## config.mk

```make
export PLATFORM = sky130hd
export DESIGN_NAME = roman_numeral_encoder
export DESIGN_NICKNAME = d
export VERILOG_FILES = /design/src/rtl/core/rne_pkg.sv /design/src/rtl/core/roman_numeral_encoder.sv
export SDC_FILE = /design/constraint.sdc
export NUM_CORES = 1
export LEC_CHECK = 0
export BUFFER_PORTS_ARGS = -buffer_cell sky130_fd_sc_hd__clkbuf_2
export CAP_MARGIN = 20
export CORE_UTILIZATION = 59
export CTS_CLUSTER_DIAMETER = 120
export DETAILED_ROUTE_END_ITERATION = 7
export HOLD_SLACK_MARGIN = 0.1
export PLACE_DENSITY = 0.88
export SLEW_MARGIN = 20
export SYNTH_ARGS = -nofsm -noshare
export SYNTH_HDL_FRONTEND = slang
export SYNTH_SLANG_ARGS = --single-unit
```

## constraint.sdc

```tcl
create_clock -name i_clk -period 5.3 [get_ports i_clk]
set_input_delay 1.59 -clock i_clk [delete_from_list [all_inputs] [get_ports i_clk]]
set_output_delay 1.59 -clock i_clk [all_outputs]
set_load 0.01 [all_outputs]
```

## src/rtl/core/rne_pkg.sv

```systemverilog
package rne_pkg;

    // Defaults for the top-level parameters.
    localparam int VALUE_WIDTH_DEF = 16;

    // Configuration register.
    localparam int          MAX_LEN_W     = 6;
    localparam logic [5:0]  MAX_LEN_RESET = 6'd63;

    // Microprogram geometry.
    localparam int UPC_W    = 4;
    localparam int WEIGHT_W = 10;

    // ASCII numeral characters.
    localparam logic [7:0] CH_NONE = 8'h00;
    localparam logic [7:0] CH_I    = 8'h49;
    localparam logic [7:0] CH_V    = 8'h56;
    localparam logic [7:0] CH_X    = 8'h58;
    localparam logic [7:0] CH_L    = 8'h4C;
    localparam logic [7:0] CH_C    = 8'h43;
    localparam logic [7:0] CH_D    = 8'h44;
    localparam logic [7:0] CH_M    = 8'h4D;

    typedef enum logic {
        ST_IDLE,
        ST_RUN
    } t_state;

    // One control word: the weight to test and subtract, the characters it
    // produces, and the step to jump to when the weight no longer fits.
    typedef struct packed {
        logic [WEIGHT_W-1:0] weight;
        logic [7:0]          first;
        logic [7:0]          second;
        logic [UPC_W-1:0]    jump;
    } t_uword;

    function automatic t_uword uc_rom(input logic [UPC_W-1:0] upc);
        t_uword w;
        case (upc)
            4'd0:    w = '{weight: 10'd1000, first: CH_M, second: CH_NONE, jump: 4'd1};
            4'd1:    w = '{weight: 10'd900,  first: CH_C, second: CH_M,    jump: 4'd2};
            4'd2:    w = '{weight: 10'd500,  first: CH_D, second: CH_NONE, jump: 4'd3};
            4'd3:    w = '{weight: 10'd400,  first: CH_C, second: CH_D,    jump: 4'd4};
            4'd4:    w = '{weight: 10'd100,  first: CH_C, second: CH_NONE, jump: 4'd5};
            4'd5:    w = '{weight: 10'd90,   first: CH_X, second: CH_C,    jump: 4'd6};
            4'd6:    w = '{weight: 10'd50,   first: CH_L, second: CH_NONE, jump: 4'd7};
            4'd7:    w = '{weight: 10'd40,   first: CH_X, second: CH_L,    jump: 4'd8};
            4'd8:    w = '{weight: 10'd10,   first: CH_X, second: CH_NONE, jump: 4'd9};
            4'd9:    w = '{weight: 10'd9,    first: CH_I, second: CH_X,    jump: 4'd10};
            4'd10:   w = '{weight: 10'd5,    first: CH_V, second: CH_NONE, jump: 4'd11};
            4'd11:   w = '{weight: 10'd4,    first: CH_I, second: CH_V,    jump: 4'd12};
            4'd12:   w = '{weight: 10'd1,    first: CH_I, second: CH_NONE, jump: 4'd12};
            default: w = '{weight: 10'd1,    first: CH_I, second: CH_NONE, jump: 4'd12};
        endcase
        return w;
    endfunction

endpackage

```

## src/rtl/core/roman_numeral_encoder.sv

```systemverilog
// Roman numeral encoder.
//
// Input channel (s_axis_*): one transaction carries one unsigned value in
// tdata. Only the low VALUE_WIDTH bits are converted.
// Output channel (m_axis_*): one transaction per numeral character, most
// significant first. tdata holds the ASCII character, tuser flags an error
// result (symbol zero) and tlast marks the final transaction of a value.
// A zero value gives a single error result. When the numeral would grow past
// max_length characters, output stops after max_length characters with one
// error result. Configuration: i_cfg_we writes i_cfg_wdata into max_length.
//
// Sequencing: the value is taken while idle; then each character costs one
// sequencer step, and each table step that is passed over costs one more
// step (at most twelve per value). The rate is set by the microcoded
// sequencer, which retires one control word per cycle while the output
// is not stalled. The output register holds one character; the sequencer
// advances in the cycle the receiver takes it, so a stalled receiver
// freezes the sequencer with nothing lost. Reset clears the sequencer to
// idle and max_length to 63.
module roman_numeral_encoder
    import rne_pkg::*;
#(
    parameter int VALUE_WIDTH = VALUE_WIDTH_DEF
) (
    input  logic                                 i_clk,
    input  logic                                 i_rst_n,
    // configuration
    input  logic                                 i_cfg_we,
    input  logic [MAX_LEN_W-1:0]                 i_cfg_wdata,    // max_length
    // input stream
    input  logic                                 s_axis_tvalid,
    output logic                                 s_axis_tready,
    input  logic [((VALUE_WIDTH + 7) / 8)*8-1:0] s_axis_tdata,   // [VALUE_WIDTH-1:0] value
    // output stream
    output logic                                 m_axis_tvalid,
    input  logic                                 m_axis_tready,
    output logic [7:0]                           m_axis_tdata,   // [7:0] symbol
    output logic                                 m_axis_tuser,   // [0] error
    output logic                                 m_axis_tlast
);

    t_state                 r_state, n_state;
    logic [MAX_LEN_W-1:0]   r_max_len;
    logic [VALUE_WIDTH-1:0] r_rem;
    logic [7:0]             r_pend;
    logic [MAX_LEN_W-1:0]   r_count;
    logic [UPC_W-1:0]       r_upc;

    logic                   r_out_valid;
    logic [7:0]             r_out_sym;
    logic                   r_out_err;
    logic                   r_out_last;

    logic                   in_go;
    logic                   run;
    logic                   step_go;
    t_uword                 uw;
    logic [VALUE_WIDTH:0]   diff;
    logic                   take;
    logic                   is_err;
    logic                   pend_last;
    logic                   take_last;
    logic                   finish;
    logic                   emit;

    // Sequencer control: ready only while idle.
    always_comb begin
        s_axis_tready = (r_state == ST_IDLE);
        run           = (r_state == ST_RUN);
    end

    assign in_go   = s_axis_tvalid && s_axis_tready;
    // Advance only when the output register is free or being drained.
    assign step_go = run && (!r_out_valid || m_axis_tready);

    // Fetch the control word and test its weight with one subtract.
    assign uw   = uc_rom(r_upc);
    assign diff = {1'b0, r_rem} - (VALUE_WIDTH + 1)'(uw.weight);
    assign take = !diff[VALUE_WIDTH];

    // Nothing left to encode while running only happens for a zero value.
    assign is_err    = ((r_rem == '0) && (r_pend == CH_NONE)) || (r_count >= r_max_len);
    assign pend_last = (r_rem == '0);
    assign take_last = (diff[VALUE_WIDTH-1:0] == '0) && (uw.second == CH_NONE);
    assign emit      = is_err || (r_pend != CH_NONE) || take;
    assign finish    = is_err || ((r_pend != CH_NONE) ? pend_last : (take && take_last));

    always_comb begin
        n_state = r_state;
        case (r_state)
            ST_IDLE: begin
                if (in_go) begin
                    n_state = ST_RUN;
                end
            end
            ST_RUN: begin
                if (step_go && finish) begin
                    n_state = ST_IDLE;
                end
            end
            default: n_state = ST_IDLE;
        endcase
    end

    always_ff @(posedge i_clk) begin
        if (!i_rst_n) begin
            r_state   <= ST_IDLE;
            r_max_len <= MAX_LEN_RESET;
        end else begin
            r_state <= n_state;
            if (i_cfg_we) begin
                r_max_len <= i_cfg_wdata;
            end
        end
    end

    // Datapath registers.
    always_ff @(posedge i_clk) begin
        if (!i_rst_n) begin
            r_pend <= CH_NONE;
        end else if (in_go) begin
            r_rem   <= s_axis_tdata[VALUE_WIDTH-1:0];
            r_pend  <= CH_NONE;
            r_count <= '0;
            r_upc   <= '0;
        end else if (step_go) begin
            if (is_err) begin
                // drop any half-sent pair
                r_pend <= CH_NONE;
            end else if (r_pend != CH_NONE) begin
                r_pend  <= CH_NONE;
                r_count <= r_count + 1'b1;
            end else if (take) begin
                // hold the step: the same weight may fit again
                r_rem   <= diff[VALUE_WIDTH-1:0];
                r_pend  <= uw.second;
                r_count <= r_count + 1'b1;
            end else begin
                r_upc <= uw.jump;
            end
        end
    end

    // Output register.
    always_ff @(posedge i_clk) begin
        if (!i_rst_n) begin
            r_out_valid <= 1'b0;
        end else if (step_go && emit) begin
            r_out_valid <= 1'b1;
        end else if (m_axis_tready) begin
            r_out_valid <= 1'b0;
        end
    end

    always_ff @(posedge i_clk) begin
        if (step_go && emit) begin
            if (is_err) begin
                r_out_sym  <= CH_NONE;
                r_out_err  <= 1'b1;
                r_out_last <= 1'b1;
            end else if (r_pend != CH_NONE) begin
                r_out_sym  <= r_pend;
                r_out_err  <= 1'b0;
                r_out_last <= pend_last;
            end else begin
                r_out_sym  <= uw.first;
                r_out_err  <= 1'b0;
                r_out_last <= take_last;
            end
        end
    end

    assign m_axis_tvalid = r_out_valid;
    assign m_axis_tdata  = r_out_sym;
    assign m_axis_tuser  = r_out_err;
    assign m_axis_tlast  = r_out_last;

    a_err_is_last: assert property (@(posedge i_clk) disable iff (!i_rst_n)
        (m_axis_tvalid && m_axis_tuser) |-> (m_axis_tlast && (m_axis_tdata == CH_NONE)))
        else $error("error result without last or with a symbol");

    a_pend_only_running: assert property (@(posedge i_clk) disable iff (!i_rst_n)
        (r_pend != CH_NONE) |-> (r_state == ST_RUN))
        else $error("pending pair character while idle");

    a_accept_starts_run: assert property (@(posedge i_clk) disable iff (!i_rst_n)
        (s_axis_tvalid && s_axis_tready) |=> (r_state == ST_RUN))
        else $error("accepted value did not start the sequencer");

    a_finish_emits_last: assert property (@(posedge i_clk) disable iff (!i_rst_n)
        (step_go && finish) |=> (m_axis_tvalid && m_axis_tlast))
        else $error("sequencer went idle without a last result");

endmodule
```

Word-level counts from Yosys, hierarchy flattened

Memory sizes are Yosys's and may differ from the RTL's. A register that Yosys moved wholly into a read port is not among the register bits.
Cells that the tools add are included.

Register bits: 52
Bits in latches: 0
RAM bits: 0
Memory bits (read-only): 400
Output and inout port bits: 12
Memories kept: 1

$add $sub $neg: 2
Multipliers: 0
Divide/modulo/power cells: 0
Magnitude comparators: 1
Equality and inequality tests: 5
Shifts and indexed selects: 0
Multiplexer cells: 27
Bitwise logic cells: 2
Reduce and logical (&&, ||, !) cells: 27

Memory list:

| name            | depth | width | read ports | clocked after memory_dff | write ports | line          | text |
|---|---|---|---|---|---|---|---|
| (no name shown) | 16    | 25    | 1          | 1                        | 0           | rne_pkg.sv:40 | `case (upc)` |

Operators by type and width:

| cell                                           | number |
|---|---|
| two-way mux 16 bit                             | 5 |
| logical NOT 16 bit                             | 2 |
| two-way mux 8 bit                              | 4 |
| two-way mux 4 bit                              | 6 |
| two-way mux 6 bit                              | 4 |
| subtractor 16 x 10 -> 17 bit                   | 1 |
| logical NOT 8 bit                              | 2 |
| AND reduction 5 bit                            | 2 |
| nonzero test 8 bit                             | 1 |
| logical AND 1 bit                              | 7 |
| two-way mux 1 bit                              | 7 |
| adder 6 x 1 -> 6 bit (second input constant)   | 1 |
| >= comparator 6 bit                            | 1 |
| != test 2 bit (second input constant)          | 3 |
| nonzero test 2 bit                             | 3 |
| logical OR 1 bit                               | 5 |
| AND reduction 4 bit                            | 1 |
| != test 3 x 1 -> 1 bit (second input constant) | 1 |
| != test 3 x 2 -> 1 bit (second input constant) | 1 |
| logical NOT 1 bit                              | 2 |
| NOT 1 bit                                      | 2 |
| one-hot mux 1 bit (2 select lines)             | 1 |
| AND reduction 2 bit                            | 1 |
| OR reduction 2 bit                             | 1 |

Logic depth before layout (Yosys ltp)

Gate-level depths: netlist (run 1).

Depth in word-level cells: 9
Gate-level depth with buffers: 16
Depth with buffers taken out: 14

Worst setup path before layout (run 1)

No wires, ideal clock.

Path kind: reg-to-reg
Start point: register r_rem[10]
End point: register uw[15] (netlist name)
Arrival time: 3831 ps
Required time: 5182 ps
Slack: 1352 ps
Stages on the path, launching flop included: 12
Cell sequence: edfxtp_1 or4_4 or3_1 or4b_1 buf_2 nor4_4 mux2i_1 inv_2 ha_1 inv_1 mux2i_1 a2bb2oi_1

Word-level cells in the longest chain between the ends: 6
Elaborated cells between the ends (all ways): 8

Ends and longest elaborated chain:

| item                                                                 | line                         | text |
|---|---|---|
| from (decl)                                                          | roman_numeral_encoder.sv:44  | `logic [VALUE_WIDTH-1:0] r_rem;` |
| from (signal assigned)                                               | roman_numeral_encoder.sv:122 | `r_rem <= s_axis_tdata[VALUE_WIDTH-1:0];` |
| from (signal assigned)                                               | roman_numeral_encoder.sv:135 | `r_rem <= diff[VALUE_WIDTH-1:0];` |
| branches (longest 4 deep; another with subtractor 16 x 10 -> 17 bit) | -                            |  |
| AND reduction 5 bit (no line) *                                      | -                            |  |
| two-way mux 4 bit (no line) *                                        | -                            |  |

Mark *: on every way between the ends.
A chain may end at the register's enable or synchronous reset.

Worst setup path in the final report (run 1)

Start point: register r_rem[10]
End point: register uw[6] (netlist name)

Word-level cells in the longest chain between the ends: 6
Elaborated cells between the ends (all ways): 8

Ends and longest elaborated chain:

| item |
|---|
| branches (longest 4 deep; another with subtractor 16 x 10 -> 17 bit) |
| AND reduction 5 bit (no line) * |
| two-way mux 4 bit (no line) * |

Marks and branches as above.

==> impl_metrics.py, run 1 <==
metrics = {
    "cts": {
        "clk_pin_slew_ns": 0.08,
        "worst_skew_pair.late_latency_ns": 0.35,
        "cts_max_level": 3,
        "hold_buffers": 0,
        "post_cts_resize_count": 0,
        "clock_tree.root_cell": "clkbuf_8",
        "cts_made_buffers": 9,
        "cts_buffer_depth": 2,
        "cts_num_sinks": 72,
        "cts_tree": "yes",
        "cts_setup_buffers": 0,
    },
    "routing": {
        "ant_nets": 0,
        "wl_per_cell_um": 15.2,
        "drt-total-wl_um": 7820,
        "drcViolationCount": 0,
        "avgViaCountPerCell": 5.75,
        "first_pass_iters": 4,
        "drtIter0Drc": 144,
        "num_vias": 2949,
    },
    "critical_path": {
        "worst-path-buf-inv": 0,
        "end_kind": "register",
        "critPathLaunchType": "register",
        "slowest_delay_ns": 0.67,
        "worst-path-stages": 7,
        "arrival_ns": 4.17,
        "required_ns": 5.55,
        "path_max_fanout": 11,
        "slowest_stage": "nor4_4",
        "reg2reg_depth": 7,
        "path_delay_family": "simple AND/OR/NAND/NOR gates",
        "cp_cell_sequence": "or4_4 -> or3_1 -> or4b_1 -> nor4_4 -> mux2i_2 -> o21ai_1 -> a22o_1",
        "worstSetupPathType": "reg2reg",
    },
    "floorplan": {
        "row_count": 29,
        "die_y_um": 83.1,
        "dieWidth_um": 83.1,
        "dieArea_um2": 6900,
        "start_util_pct": 61.0,
        "io_pins": 39,
        "core_um2": 6350,
    },
    "finish": {
        "nets": 484,
        "drive_gt1_share_pct": 18.6,
        "antenna-diode-count": 0,
        "fin_util_pct": 67.9,
        "final_area_um2": 4310,
        "syn_to_final_growth_pct": 11.2,
    },
    "yosys": {
        "synth-edff-count": 34,
        "seq_area_frac_synth_pct": 46.0,
        "yosys_warnings": 0,
        "synth_top_cells_by_area": "edfxtp_1 26%, dfxtp_1 20%, ha_1 8.1%",
        "syn_area_um2": 3880,
        "syn_inst": 393,
        "synth-main-ff-cell": "dfxtp_1",
        "async_flop_share_pct": 0,
        "ys_ff_latch": 72,
        "syn_avg_cell_area_um2": 9.86,
        "yosysTopAreaCell": "edfxtp_1",
        "ys_types": 62,
        "yosysTopAreaCellShare_pct": 26.3,
    },
    "sta": {
        "setup_viol": 0,
        "fin_tns_setup_ns": 0,
        "tightest_slew_ns": 0.817,
        "min_period_over_period_pct": 74.1,
        "skew_ns": 0.00602,
        "timing_hold_violations_final": 0,
        "finalMaxSlewViolations": 0,
        "max_freq_mhz": 255,
        "slew_headroom_pct": 44.0,
        "rsz0062_at_grt": "false",
        "layout_min_cycle_time_ns": 3.93,
    },
    "outcome": {
        "outcome": "finished clean",
    },
    "global_routing": {
        "antenna_found_initial": 0,
        "grt_max_degree": 27,
        "grt_overflow_total": 0,
        "grt_first_pass_wirelength_um": 13200,
        "grt_pass1_vias": 2898,
        "grt_usage_pct": 24.2,
    },
    "worst_hold_path": {
        "min_path_type": "reg2reg",
        "min_path_cells": 2,
    },
    "power_and_ir_drop": {
        "p_leak_nw": 1.83,
        "vdd_drop_max_mv": 0.203,
        "p_per_area_nw_per_um2": 340,
    },
    "job": {
        "cap_violations": 0,
    },
    "placement": {
        "place.gp.congestion": 0.926,
        "io_buffers": 36,
        "dp_hpwl_um": 5730,
        "place_area_um2": 4110,
    },
}
## area by class of cell
class	instances	area, um2
fillers	484	2040
multi-input cells	281	1920
flip-flops and latches	72	1780
repair buffers	41	218
clock buffers	12	166
inverters	26	97.6
well taps	77	96.3
clock inverters	4	26.3
## layer usage
metal  vias to the layer above  routed length (um)  track usage, %
met2                        84                3900            40.8
met4                         0                 210            12.7
met3                        21                 365            4.97
met1                      1372                3340            29.3
met5                         -                   0               0
li1                       1472                   -               -
## logic make-up (layout without fill, tap and decap cells)
kind of cell / count (synthesis) / in the layout / synth area share, %
xor+xnor: 20 / 20 / 4.52
buf+inv: 41 / 83 / 4.58
other cells: 1 / 2 / 0.0967
compound gates: 91 / 91 / 15.3
mux: 14 / 14 / 4.20
fa+ha+maj: 26 / 26 / 8.59
simple gates: 128 / 128 / 16.8
flops: 72 / 72 / 46.0
## cells in the mapped netlist (4+ instances only)
cell / n
nor2b_1: 9
nand3_1: 10
a22o_1: 10
nor2_1: 34
o21ai_0: 25
mux2i_1: 7
o211ai_1: 6
xnor2_1: 10
clkbuf_1: 10
a21oi_1: 23
edfxtp_1: 34
dfxtp_1: 38
nor4_1: 8
nand2_1: 39
nand2b_1: 4
inv_1: 24
a211oi_1: 4
xor2_1: 10
ha_1: 25
## power by group
group	switching (W)	internal [W]	total, W
clock network	0.000209	0.000210	0.000419
registers	0.0000292	0.000651	0.000680
logic	0.000216	0.000151	0.000367
## registers in the layout, summed over array words and instances (netlist names)
signal / count
m_axis_tuser: 1
r_state: 1
r_count: 6
m_axis_tlast: 1
m_axis_tdata: 6
uw: 24
r_pend: 6
r_rem: 16
r_max_len: 6
m_axis_tvalid: 1
r_upc: 4
## final timing paths
path	start	end	slack (ns)
setup / recovery	r_rem[10]	uw[6]	1.37
hold / removal	uw[4]	r_pend[0]	0.48
setup reg to reg	r_rem[10]	uw[6]	1.37
hold reg to reg	uw[4]	r_pend[0]	0.48
## stage by stage
stage	setup slack, ns	cells	hold slack (ns)	total power, W
after floorplan	1.35	394	0.448	0.000960
after global placement	1.41	497	0.471	0.00103
after detailed placement	1.30	497	0.471	0.00105
after CTS	1.39	513	0.484	0.00147
after global routing	1.09	513	0.498	0.00154
final	1.37	513	0.483	0.00147
## cell usage in the layout (no fill, tap or decap), drive strengths merged, types with 2 or more instances in the layout
master,count
buf,5
inv,25
xnor2,10
nor3,3
edfxtp,34
and2,2
a21oi,23
ha,25
nand2b,4
clkinv,4
nor4,9
nand2,40
nor2,38
xor2,10
nor2b,9
or2,3
o211ai,6
o21a,4
conb,2
or3,2
dfxtp,38
mux2i,8
a22o,10
o211a,2
o21ai,27
mux2,6
clkbuf,48
and3,2
nand3,10
a21o,3
a211oi,5
## tightest hold or removal path, cell delays in order (launching register included)
cell,delay (ns)
dfxtp_1,0.31
nand3_1,0.06
a21oi_1,0.07
Power figures use the tool's default switching activity.
==> run 2: changes to the inputs <==
Settings changed: CORE_UTILIZATION 59 to 53, PLACE_DENSITY 0.88 to 0.84.
Clock period 5.3 ns to 3.4 ns, I/O delays scaled along.
==> run 2 against run 1 <==
Effect of this change:
- power rose by 63%
- sequential power is 56% higher
- via count increased by 6.7%
- core utilization increased by 0.57 points
- die area up 11%
- hold slack gained 0.0067 ns
- combinational power up 81%
- critical path type unchanged
- largest cell class unchanged
==> impl_metrics.py, run 2 (synthesis gave the netlist of run 1 again) <==
metrics = {
    "outcome": {
        "outcome": "finished clean",
    },
    "critical_path": {
        "slowest_stage": "or4b_4",
        "cpMostUsedCell": "ha_4",
        "required_ns": 3.64,
        "worst-path-buf-inv": 5,
        "slowest_delay_ns": 0.52,
        "path_max_fanout": 6,
        "critPathLaunchType": "register",
        "worstSetupPathType": "reg2reg",
        "cp_cell_sequence": "inv_2 -> ha_4 -> fa_2 -> nand2b_4 -> a211oi_2 -> o21a_2 -> or4b_4 -> buf_6 -> nor4_4 -> buf_12 -> mux2i_4 -> inv_4 -> ha_4 -> inv_1 -> mux2i_1 -> a2bb2oi_1",
        "end_kind": "register",
        "arrival_ns": 3.60,
        "path_delay_family": "simple AND/OR/NAND/NOR gates",
        "reg2reg_slack_ns": 0.05,
    },
    "sta": {
        "setup_slack_ns": 0.0453,
        "timing_hold_violations_final": 0,
        "fin_tns_setup_ns": 0,
        "rsz0062_at_grt": "true",
        "tightest_slew_ns": 0.578,
        "slew_headroom_pct": 60.5,
        "min_period_over_period_pct": 98.7,
        "max_freq_mhz": 298,
        "layout_min_cycle_time_ns": 3.35,
        "setup_viol": 0,
        "skew_ns": 0.00959,
        "finalMaxSlewViolations": 0,
    },
    "routing": {
        "num_vias": 3147,
        "drtIter0Drc": 206,
        "ant_nets": 0,
        "wl_per_cell_um": 15.3,
        "avgViaCountPerCell": 5.55,
        "drcViolationCount": 0,
        "drt-total-wl_um": 8680,
        "first_pass_iters": 5,
    },
    "floorplan": {
        "start_util_pct": 55.8,
        "io_pins": 39,
        "dieArea_um2": 7660,
        "die_y_um": 87.5,
        "core_um2": 6940,
        "row_count": 30,
        "dieWidth_um": 87.5,
    },
    "finish": {
        "final_common_cell": "nand2_1",
        "final_cell_mix": "39 x nand2_1, 38 x dfxtp_1, 36 x clkbuf_2",
        "syn_to_final_growth_pct": 22.6,
        "antenna-diode-count": 0,
        "drive_gt1_share_pct": 28.5,
        "fillerInstances": 511,
        "nets": 519,
        "largest_register_ffs": 24,
    },
    "cts": {
        "cts_max_level": 3,
        "clk_pin_slew_ns": 0.08,
        "cts_num_sinks": 72,
        "worst_skew_pair.late_latency_ns": 0.35,
        "cts_buffer_depth": 2,
        "cts_tree": "yes",
        "cts_made_buffers": 9,
        "clock_tree.root_cell": "clkbuf_8",
    },
    "power_and_ir_drop": {
        "p_leak_nw": 2.03,
        "vdd_drop_max_mv": 0.279,
        "p_per_area_nw_per_um2": 504,
    },
    "job": {
        "cap_violations": 0,
    },
    "global_routing": {
        "use_met3_pct": 4.83,
        "top_usage_layer": "met2",
        "grt_max_degree": 26,
        "grt_overflow_total": 0,
        "grt_usage_pct": 23.7,
        "grt_first_pass_wirelength_um": 13800,
        "use_met1_pct": 29.9,
        "use_met2_pct": 39.8,
        "antenna_found_initial": 0,
        "grt_pass1_vias": 2980,
    },
    "placement": {
        "dp_slack_ns": -0.0213,
        "dp_hpwl_um": 6150,
        "io_buffers": 36,
        "place.gp.congestion": 0.913,
    },
    "worst_hold_path": {
        "min_path_type": "reg2reg",
    },
}
-- run 2: cell count changes in the layout (fill, tap and decap cells not counted), moves of 2 or more --
cell,delta
mux2i_1,-2
or3_1,-2
buf_4,+30
buf_6,+2
ha_1,-6
buf_12,+2
ha_4,+5
or3_4,+2
inv_1,-2
-- run 2: area by class of cell --
cell class / count / area, um2 / share of cell area, %
sequential: 72 / 1780 / 37.5
timing repair buffer: 76 / 510 / 10.7
multi-input combinational: 281 / 2040 / 42.9
clock inverter: 5 / 37.5 / 0.790
tap: 96 / 120 / 2.53
clock buffer: 11 / 163 / 3.42
inverter: 26 / 101 / 2.13
-- run 2: layer usage --
metal  part of all wire, %  wire [um]
met5                     0          0
met4                   1.9        161
met3                   4.9        429
met2                    50       4310
met1                    44       3780
-- run 2: worst paths after layout --
| check | start | endpoint | cells past startpoint |
|---|---|---|---|
| max | r_rem[0] | uw[15] | 16 |
| min | r_max_len[3] | r_max_len[3] | 2 |
| max reg2reg | r_rem[0] | uw[15] | 16 |
| min reg2reg | r_max_len[3] | r_max_len[3] | 2 |
-- run 2: what timing repair did --
| action | 4_1_cts | 5_1_grt |
|---|---|---|
| setup buffers | 3 | 8 |
| pin swaps | 0 | 10 |
| hold buffers | 0 | 0 |
| resized for setup | 2 | 22 |
| setup endpoints to repair | 8 | 19 |
| cloned | 0 | 1 |
-- run 2: where the power goes --
part / switching (W) / total, W / internal (W) / leakage, nW
combinational: 0.000366 / 0.000666 / 0.000300 / 1.29
clock: 0.000337 / 0.000669 / 0.000331 / 0.0971
sequential: 0.0000450 / 0.00106 / 0.00101 / 0.637
-- run 2: stage by stage --
stage | utilization, % | hold slack, ns | instance area (um2) | instances | power, W
after global routing | 68.4 | 0.526 | 4750 | 567 | 0.00252
after global placement | 62.8 | 0.456 | 4360 | 539 | 0.00167
after CTS | 66.1 | 0.489 | 4590 | 558 | 0.00236
after detailed placement | 62.8 | 0.471 | 4360 | 539 | 0.00169
final | 68.4 | 0.490 | 4750 | 567 | 0.00239
after floorplan | - | 0.448 | 3910 | 394 | 0.00150
-- run 2: worst min-delay path: stages, from the launching register on --
cell and delay [ns]:
dfxtp_1 0.30, inv_1 0.06, o211ai_1 0.08
==> run 3: changes to the inputs <==
Settings changed: CORE_UTILIZATION 53 to 40, PLACE_DENSITY 0.84 to 0.68.
==> run 3 against run 2 <==
Effect of this change:
- the flow now finishes with violations (negative setup slack)
- sequential power barely moved
- worst setup slack got worse by 0.077 ns
- routed wire length rose by 4.0%
- critical path type unchanged
- critical endpoint is now uw[25]
- largest cell class unchanged
- largest power group unchanged
==> impl_metrics.py, run 3 (synthesis gave the netlist of run 1 again) <==
metrics = {
    "routing": {
        "avgViaCountPerCell": 5.19,
        "first_pass_iters": 4,
        "num_vias": 3127,
        "drt-total-wl_um": 9030,
        "wl_per_cell_um": 15.0,
        "drtIter0Drc": 149,
        "ant_nets": 0,
        "drcViolationCount": 0,
    },
    "floorplan": {
        "start_util_pct": 41.6,
        "die_y_um": 100,
        "dieWidth_um": 100,
        "core_um2": 9330,
        "row_count": 35,
        "io_pins": 39,
        "dieArea_um2": 10100,
    },
    "worst_hold_path": {
        "hold_start": "uw[7]",
        "min_path_cells": 2,
        "min_path_type": "reg2reg",
        "min_to": "r_pend[3]",
    },
    "global_routing": {
        "grt_first_pass_wirelength_um": 13800,
        "antenna_found_initial": 0,
        "grt_pass1_vias": 2914,
        "use_met2_pct": 30.1,
        "grt_max_degree": 26,
        "top_usage_layer": "met2",
        "use_met1_pct": 22.7,
        "use_met3_pct": 4.04,
        "grt_usage_pct": 17.9,
        "grt_overflow_total": 0,
    },
    "critical_path": {
        "critPathLaunchType": "register",
        "reg2reg_slack_ns": -0.03,
        "required_ns": 3.69,
        "reg2reg_to": "uw[25]",
        "startpoint": "r_rem[12]",
        "reg2reg_depth": 10,
        "path_max_fanout": 5,
        "r2r_start": "r_rem[12]",
        "end_kind": "register",
        "arrival_ns": 3.73,
        "worstSetupPathType": "reg2reg",
    },
    "cts": {
        "worst_skew_pair.late_latency_ns": 0.36,
        "cts_buffer_depth": 2,
        "cts_made_buffers": 9,
        "cts_tree": "yes",
        "cts_num_sinks": 72,
        "clock_tree.root_cell": "clkbuf_8",
        "cts_max_level": 3,
        "clk_pin_slew_ns": 0.09,
    },
    "placement": {
        "io_buffers": 36,
        "dp_hpwl_um": 6200,
        "dp_slack_ns": -0.0189,
        "place_area_um2": 4420,
        "place.gp.congestion": 0.915,
    },
    "sta": {
        "skew_ns": 0.0124,
        "tightest_slew_ns": 0.840,
        "layout_min_cycle_time_ns": 3.43,
        "setup_slack_ns": -0.0319,
        "finalMaxSlewViolations": 0,
        "max_freq_mhz": 291,
        "timing_hold_violations_final": 0,
        "slew_headroom_pct": 44.0,
        "setup_viol": 7,
        "min_period_over_period_pct": 101,
        "rsz0062_at_grt": "true",
        "whs_ns": 0.476,
    },
    "finish": {
        "multiInputGateArea_um2": 2060,
        "antenna-diode-count": 0,
        "largest_register_ffs": 24,
        "nets": 522,
        "drive_gt1_share_pct": 29.3,
        "fillerInstances": 875,
        "final_cell_mix": "38 x nand2_1, 38 x dfxtp_1, 38 x buf_4",
        "regArea_um2": 1780,
        "syn_to_final_growth_pct": 25.1,
        "final_area_um2": 4850,
    },
    "power_and_ir_drop": {
        "vdd_drop_max_mv": 0.317,
        "p_leak_nw": 2.05,
        "p_per_area_nw_per_um2": 508,
        "total_power_w": 0.00246,
    },
    "outcome": {
        "violations": "negative setup slack",
        "outcome": "complete, but fails checks",
    },
    "job": {
        "cap_violations": 0,
    },
}
[run 3: cell count changes in the layout (fill, tap and decap cells not counted), moves of 2 or more]
cell | before | now
buf_4 | 35 | 38
clkinvlp_4 | 2 | 0
ha_2 | 1 | 3
inv_1 | 22 | 24
mux2_2 | 2 | 4
[run 3: worst max-delay path by stage]
stage / endpoint / slack [ns] / cells past startpoint
after global placement: uw[6] / 0.05 / 8
final: uw[25] / -0.03 / 10
after CTS: uw[14] / 0.03 / 10
after floorplan: uw[15] / -0.24 / 11
after detailed placement: uw[7] / -0.02 / 10
after global routing: uw[15] / -0.14 / 11
[run 3: layer usage]
metal	up-vias	wire length (um)
li1	1553	-
met1	1471	4130
met2	87	4380
met3	16	366
met4	0	147
met5	-	0
[run 3: where the power goes]
part           internal [W]  leakage, nW  switching [W]  total (W)
clock              0.000348        0.106       0.000369   0.000717
sequential          0.00101        0.637      0.0000443    0.00106
combinational      0.000308         1.31       0.000380   0.000688
total               0.00167         2.05       0.000792    0.00246
[run 3: final cells by class]
type | instances | share of cell area [%]
clock buffers | 9 | 2.55
clock inverters | 7 | 1.63
inverters | 26 | 2.04
multi-input cells | 282 | 42.5
flip-flops and latches | 72 | 36.7
well taps | 129 | 3.33
repair buffers | 78 | 11.2
[run 3: critical path, stage by stage, from the launching register on]
cell,delay [ns]
edfxtp_1,0.41
or4_4,0.55
or3_4,0.35
or4b_4,0.54
buf_6,0.15
nor4_4,0.32
buf_12,0.16
buf_4,0.13
mux2_4,0.35
mux2_4,0.33
nor2_4,0.08
[run 3: per-stage QoR]
| step | TNS [ns] | std cells | util, % |
|---|---|---|---|
| after global placement | 0 | 574 | 47.4 |
| after global routing | -1.76 | 603 | 52.0 |
| after CTS | 0 | 590 | 49.8 |
| final | -0.118 | 603 | 52.0 |
| after floorplan | -2.87 | 394 | - |
| after detailed placement | -0.0394 | 574 | 47.4 |
[run 3: repair_timing]
| item | CTS | global route |
|---|---|---|
| cloned | 0 | 2 |
| buffers inserted | 0 | 11 |
| gates resized for setup | 3 | 17 |
| setup endpoints to repair | 5 | 31 |
| pin swaps | 0 | 4 |
| hold buffers | 0 | 0 |
